$ cat src/hdl/sbkc_pkg.sv
// ---------------------------------------------------------------------------
// sbkc_pkg: shared types and constants for the sphere bounds block
// Field widths, transaction structs and register indexes used by the
// pipeline, the square root unit and the divider.
// ---------------------------------------------------------------------------
package sbkc_pkg;

   // fixed datapath widths
   localparam int COORD_W  = 32;   // Q16.16 coordinate
   localparam int RADIUS_W = 31;   // unsigned Q15.16 radius
   localparam int DIFF_W   = 33;   // magnitude of pos - center
   localparam int SQ_W     = 66;   // one squared axis term
   localparam int PROD_W   = 64;   // |diff| * radius
   localparam int RSQ_W    = 62;   // radius squared
   localparam int DIST_W   = 68;   // sum of squares, padded to an even width
   localparam int ROOT_W   = 34;   // floor(sqrt(dist))
   localparam int SREM_W   = 37;   // square root partial remainder
   localparam int QUO_W    = 31;   // surface offset, never above radius
   localparam int SUM_W    = 34;   // center +/- offset before saturation

   // configuration port
   localparam int ADDR_W = 5;
   localparam int DATA_W = 32;

   typedef logic [2:0] reg_index_type;
   localparam reg_index_type REG_CENTER_X    = 3'd0;
   localparam reg_index_type REG_CENTER_Y    = 3'd1;
   localparam reg_index_type REG_CENTER_Z    = 3'd2;
   localparam reg_index_type REG_RADIUS      = 3'd3;
   localparam reg_index_type REG_BOUNDS_MODE = 3'd4;

   localparam logic [RADIUS_W-1:0] RADIUS_RESET = 31'd196608;   // 3.0

   localparam logic            MODE_KILL      = 1'b0;
   localparam logic            MODE_CONSTRAIN = 1'b1;

   // input transaction
   typedef struct packed {
      logic signed [COORD_W-1:0] pos_x;
      logic signed [COORD_W-1:0] pos_y;
      logic signed [COORD_W-1:0] pos_z;
      logic                      last_in;
   } req_type;

   // result transaction
   typedef struct packed {
      logic signed [COORD_W-1:0] out_x;
      logic signed [COORD_W-1:0] out_y;
      logic signed [COORD_W-1:0] out_z;
      logic                      kill_flag;
      logic                      moved_flag;
      logic                      last_out;
   } rsp_type;

   // per-item data carried alongside the square root and divider stages
   typedef struct packed {
      req_type                  req;
      logic [2:0]               neg;
      logic [2:0][PROD_W-1:0]   prod;
      logic                     outside;
   } side_type;

endpackage

$ cat src/hdl/sbkc_sqrt.sv
// ---------------------------------------------------------------------------
// sbkc_sqrt: pipelined integer square root
// Digit-by-digit restoring square root, one result bit per register stage.
// ---------------------------------------------------------------------------
module sbkc_sqrt (
   input  logic                         clock,
   input  logic                         enable,
   input  logic [sbkc_pkg::DIST_W-1:0]  sq_dist,
   output logic [sbkc_pkg::ROOT_W-1:0]  root
);
   import sbkc_pkg::*;

   logic [SREM_W-1:0] rem_ff  [ROOT_W];
   logic [ROOT_W-1:0] root_ff [ROOT_W];
   logic [DIST_W-1:0] bits_ff [ROOT_W];

   genvar g;
   generate
      for (g = 0; g < ROOT_W; g++) begin : g_stage
         logic [SREM_W-1:0] rem_i, rem2, trial, rem_in;
         logic [ROOT_W-1:0] root_i, root_in;
         logic [DIST_W-1:0] bits_i, bits_in;
         logic              ge;

         if (g == 0) begin : g_first
            assign rem_i  = '0;
            assign root_i = '0;
            assign bits_i = sq_dist;
         end else begin : g_next
            assign rem_i  = rem_ff[g-1];
            assign root_i = root_ff[g-1];
            assign bits_i = bits_ff[g-1];
         end

         // bring down two bits, try root*4+1
         always_comb begin
            rem2    = {rem_i[SREM_W-3:0], bits_i[DIST_W-1 -: 2]};
            trial   = {1'b0, root_i, 2'b01};
            ge      = (rem2 >= trial);
            rem_in  = ge ? (rem2 - trial) : rem2;
            root_in = {root_i[ROOT_W-2:0], ge};
            bits_in = {bits_i[DIST_W-3:0], 2'b00};
         end

         always_ff @(posedge clock) begin
            if (enable) begin
               rem_ff[g]  <= rem_in;
               root_ff[g] <= root_in;
               bits_ff[g] <= bits_in;
            end
         end
      end
   endgenerate

   assign root = root_ff[ROOT_W-1];

endmodule

$ cat config.mk
export PLATFORM = sky130hd
export DESIGN_NAME = sbkc_sqrt
export DESIGN_NICKNAME = d
export VERILOG_FILES = /design/src/hdl/sbkc_pkg.sv /design/src/hdl/sbkc_sqrt.sv
export SDC_FILE = /design/constraint.sdc
export NUM_CORES = 2
export LEC_CHECK = 0
export CAP_MARGIN = 20
export CORE_MARGIN = 3
export CORE_UTILIZATION = 30
export DETAILED_ROUTE_END_ITERATION = 10
export DONT_BUFFER_PORTS = 1
export PLACE_DENSITY = 0.52
export REMOVE_ABC_BUFFERS = 1
export SKIP_LAST_GASP = 1
export SYNTH_ARGS = -nofsm -noshare
export SYNTH_HDL_FRONTEND = slang
export SYNTH_MEMORY_MAX_BITS = 65536
export SYNTH_SLANG_ARGS = --single-unit
$ cat constraint.sdc
create_clock -name clock -period 4.8 [get_ports clock]
set_input_delay 0.96 -clock clock [delete_from_list [all_inputs] [get_ports clock]]
set_output_delay 0.96 -clock clock [all_outputs]
set_load 0.02 [all_outputs]
==> flow_metrics.tcl <==
set metrics [dict create \
    synth_seq_cells 2819 \
    end_kind "flip-flop" \
    layout-drive-gt1-share_pct 6.59 \
    slew_violations 54 \
    synth_area_um2 131000 \
    firstDrtPassIters 5 \
    path_max_fanout 241 \
    avgSynthCellArea_um2 12.8 \
    wl_per_cell_um 16.5 \
    regArea_um2 84700 \
    final_cell_mix "2819 x edfxtp_1, 793 x nand2_1, 784 x inv_1, 631 x ha_1, 618 x nor2_1" \
    grt_pass1_wl_um 426000 \
    fin_worst_skew_ns 0.0722 \
    synth_area_leaders "edfxtp_1 65%, ha_1 6.0%, xnor2_1 3.2%, xor2_1 3.1%, o21ai_0 2.3%" \
    synth-async-reset-ratio_pct 0 \
    p_leak_nw 55.8 \
    layout_commonest_cell "edfxtp_1" \
    grt_max_degree 293 \
    final_area_um2 150000 \
    worstPathArrival_ns 4.92 \
    critPathRequiredTime_ns 5.32 \
    vias 76800 \
    failed_checks "slew limit" \
    gp_congestion 0.845 \
    post-dp-hpwl_um 190000 \
    overflow 0 \
    postRouteAntennaNets 0 \
    worst_slew_pin_slew_ns 1.53 \
    synth-warning-count 0 \
    cts-root-buf "clkbuf_16" \
    nFillCells 42300 \
    hold_viol 0 \
    cts_setup_buffers 0 \
    antenna_found_initial 1 \
    fp.dieH_um 667 \
    insertion_delay_ns 0.91 \
    pre_cts_slack_ns -1.82 \
    yosysUniqueCellTypes 84 \
    setup_ws_ns 0.399 \
    crit_type "in -> reg" \
    htree_levels 5 \
    fp-row-count 242 \
    multi_input_comb_area_um2 43000 \
    dr.first_iter.drc_count 4777 \
    nNetsFinal 11200 \
    area_growth_pct 14.0 \
    via_per_inst 4.66 \
    cts.reportedPaths.clkPinSlew_ns 0.06 \
    period_needed_ns 4.40 \
    seq_area_frac_synth_pct 64.5 \
    min_path_cells 0 \
    num_io_pins 104 \
    syn_inst 10200 \
    slew-limit-headroom_pct -2.00 \
    r2r_cells 11 \
    track_usage_pct 11.9 \
    core_um2 435000 \
    synth-edff-count 2819 \
    cts.sinks 2819 \
    ir_drop_v 0.000323 \
    die_area_um2 445000 \
    initial_utilization_pct 30.2 \
    cap_violations 0 \
    tritoncts "yes" \
    chipWidth_um 667 \
    yosys.area.top_type "edfxtp_1" \
    cts_made_buffers 327 \
    power_w 0.0727 \
    wl_um 271000 \
    remaining_drc_errors 0 \
    cts.path.max_buffers 4 \
    period_share_pct 91.7 \
    io_buffers 0 \
    rsz0062_at_grt "no" \
    hold_class "in -> reg" \
    cellPowerDensity_nw_per_um2 486 \
    timing.fmax_mhz 227 \
    critPathLaunchType "input port" \
    status "finished, violations left" \
    postPlaceCellArea_um2 139000 \
    finalSetupViolCount 0 \
    first_global_vias 75900 \
    yosys.area.top_type_share_pct 64.5 \
    yosys_most_used_dff "edfxtp_1" \
]
## worst paths after layout
| kind | start | to | slack, ns |
|---|---|---|---|
| setup / recovery | enable | rem_ff[32][33]$_DFFE_PP_ | 0.40 |
| hold reg to reg | bits_ff[23][52]$_DFFE_PP_ | bits_ff[24][54]$_DFFE_PP_ | 0.39 |
| hold / removal | sq_dist[53] | bits_ff[0][53]$_DFFE_PP_ | 0.11 |
| setup reg to reg | rem_ff[28][1]$_DFFE_PP_ | rem_ff[29][4]$_DFFE_PP_ | 0.56 |
## final cells by class
type	instances	share of cell area, %
Tap cell	5734	4.79
Timing Repair Buffer	127	0.946
Sequential cell	2819	56.6
Multi-Input combinational cell	6415	28.7
Clock buffer	413	5.83
Antenna cell	4	0.00669
Clock inverter	179	1.19
Inverter	786	1.97
## metal layers
layer  part of all wire [%]  track usage [%]  up-vias  wire, um
met5                      0                0        -         0
met4                    3.8             4.52        0     10400
met3                    3.3             1.62      541      9040
met2                     51             21.6     1170    139000
met1                     42             14.2    36700    113000
li1                       -                -    38300         -
## stage by stage
stage | utilization, % | setup TNS (ns) | hold slack, ns | cells
4_1_cts | 34.4 | 0 | 0.0000250 | 16500
2_1_floorplan | - | -139.20 | 0.400 | 10000
6_report | 34.4 | 0 | 0.115 | 16500
3_5_place_dp | 31.9 | -639.41 | 0.405 | 15900
3_3_place_gp | 31.9 | -592.18 | 0.400 | 15900
5_1_grt | 34.4 | 0 | 0.0192 | 16500
## registers in the layout, indices dropped and copies added, names as in the netlist
signal and count:
root_ff 595, bits_ff 1122, rem_ff 1102
## worst max-delay path: stages
cell,delay [ns]
buf_16,0.65
buf_16,0.53
buf_16,0.52
buf_16,0.46
bufbuf_16,0.74
## synth_stat cells, drive strengths merged (115+ instances only)
cell type,count
a21o,272
a21oi,591
clkbuf,195
edfxtp,2819
ha,631
inv,786
nand2,795
nand2b,115
nand3,186
nor2,619
nor3,266
nor4,133
o21ai,597
xnor2,480
xor2,466
## where the power goes
part	internal [W]	switching, W
clock	0.0142	0.0101
sequential	0.0313	0.00207
combinational	0.00630	0.00878
## repair_timing
action / in CTS / in global routing
setup endpoints to repair: 287 / 143
resized for setup: 0 / 0
hold endpoints to repair: 16 / 0
hold buffers: 16 / 0
cloned: 3 / 1
## logic make-up after synthesis
family	Yosys count	synth area share (%)
flip-flops	2819	64.5
other	1	0.00286
buffers and inverters	996	2.86
AO/OA/AOI/OAI	2053	9.64
adder cells (fa/ha/maj)	631	6.02
XOR/XNOR	946	6.31
AND/OR/NAND/NOR	2713	10.1
multiplexers	71	0.603
Note: power is estimated with default switching activity, not from simulation.
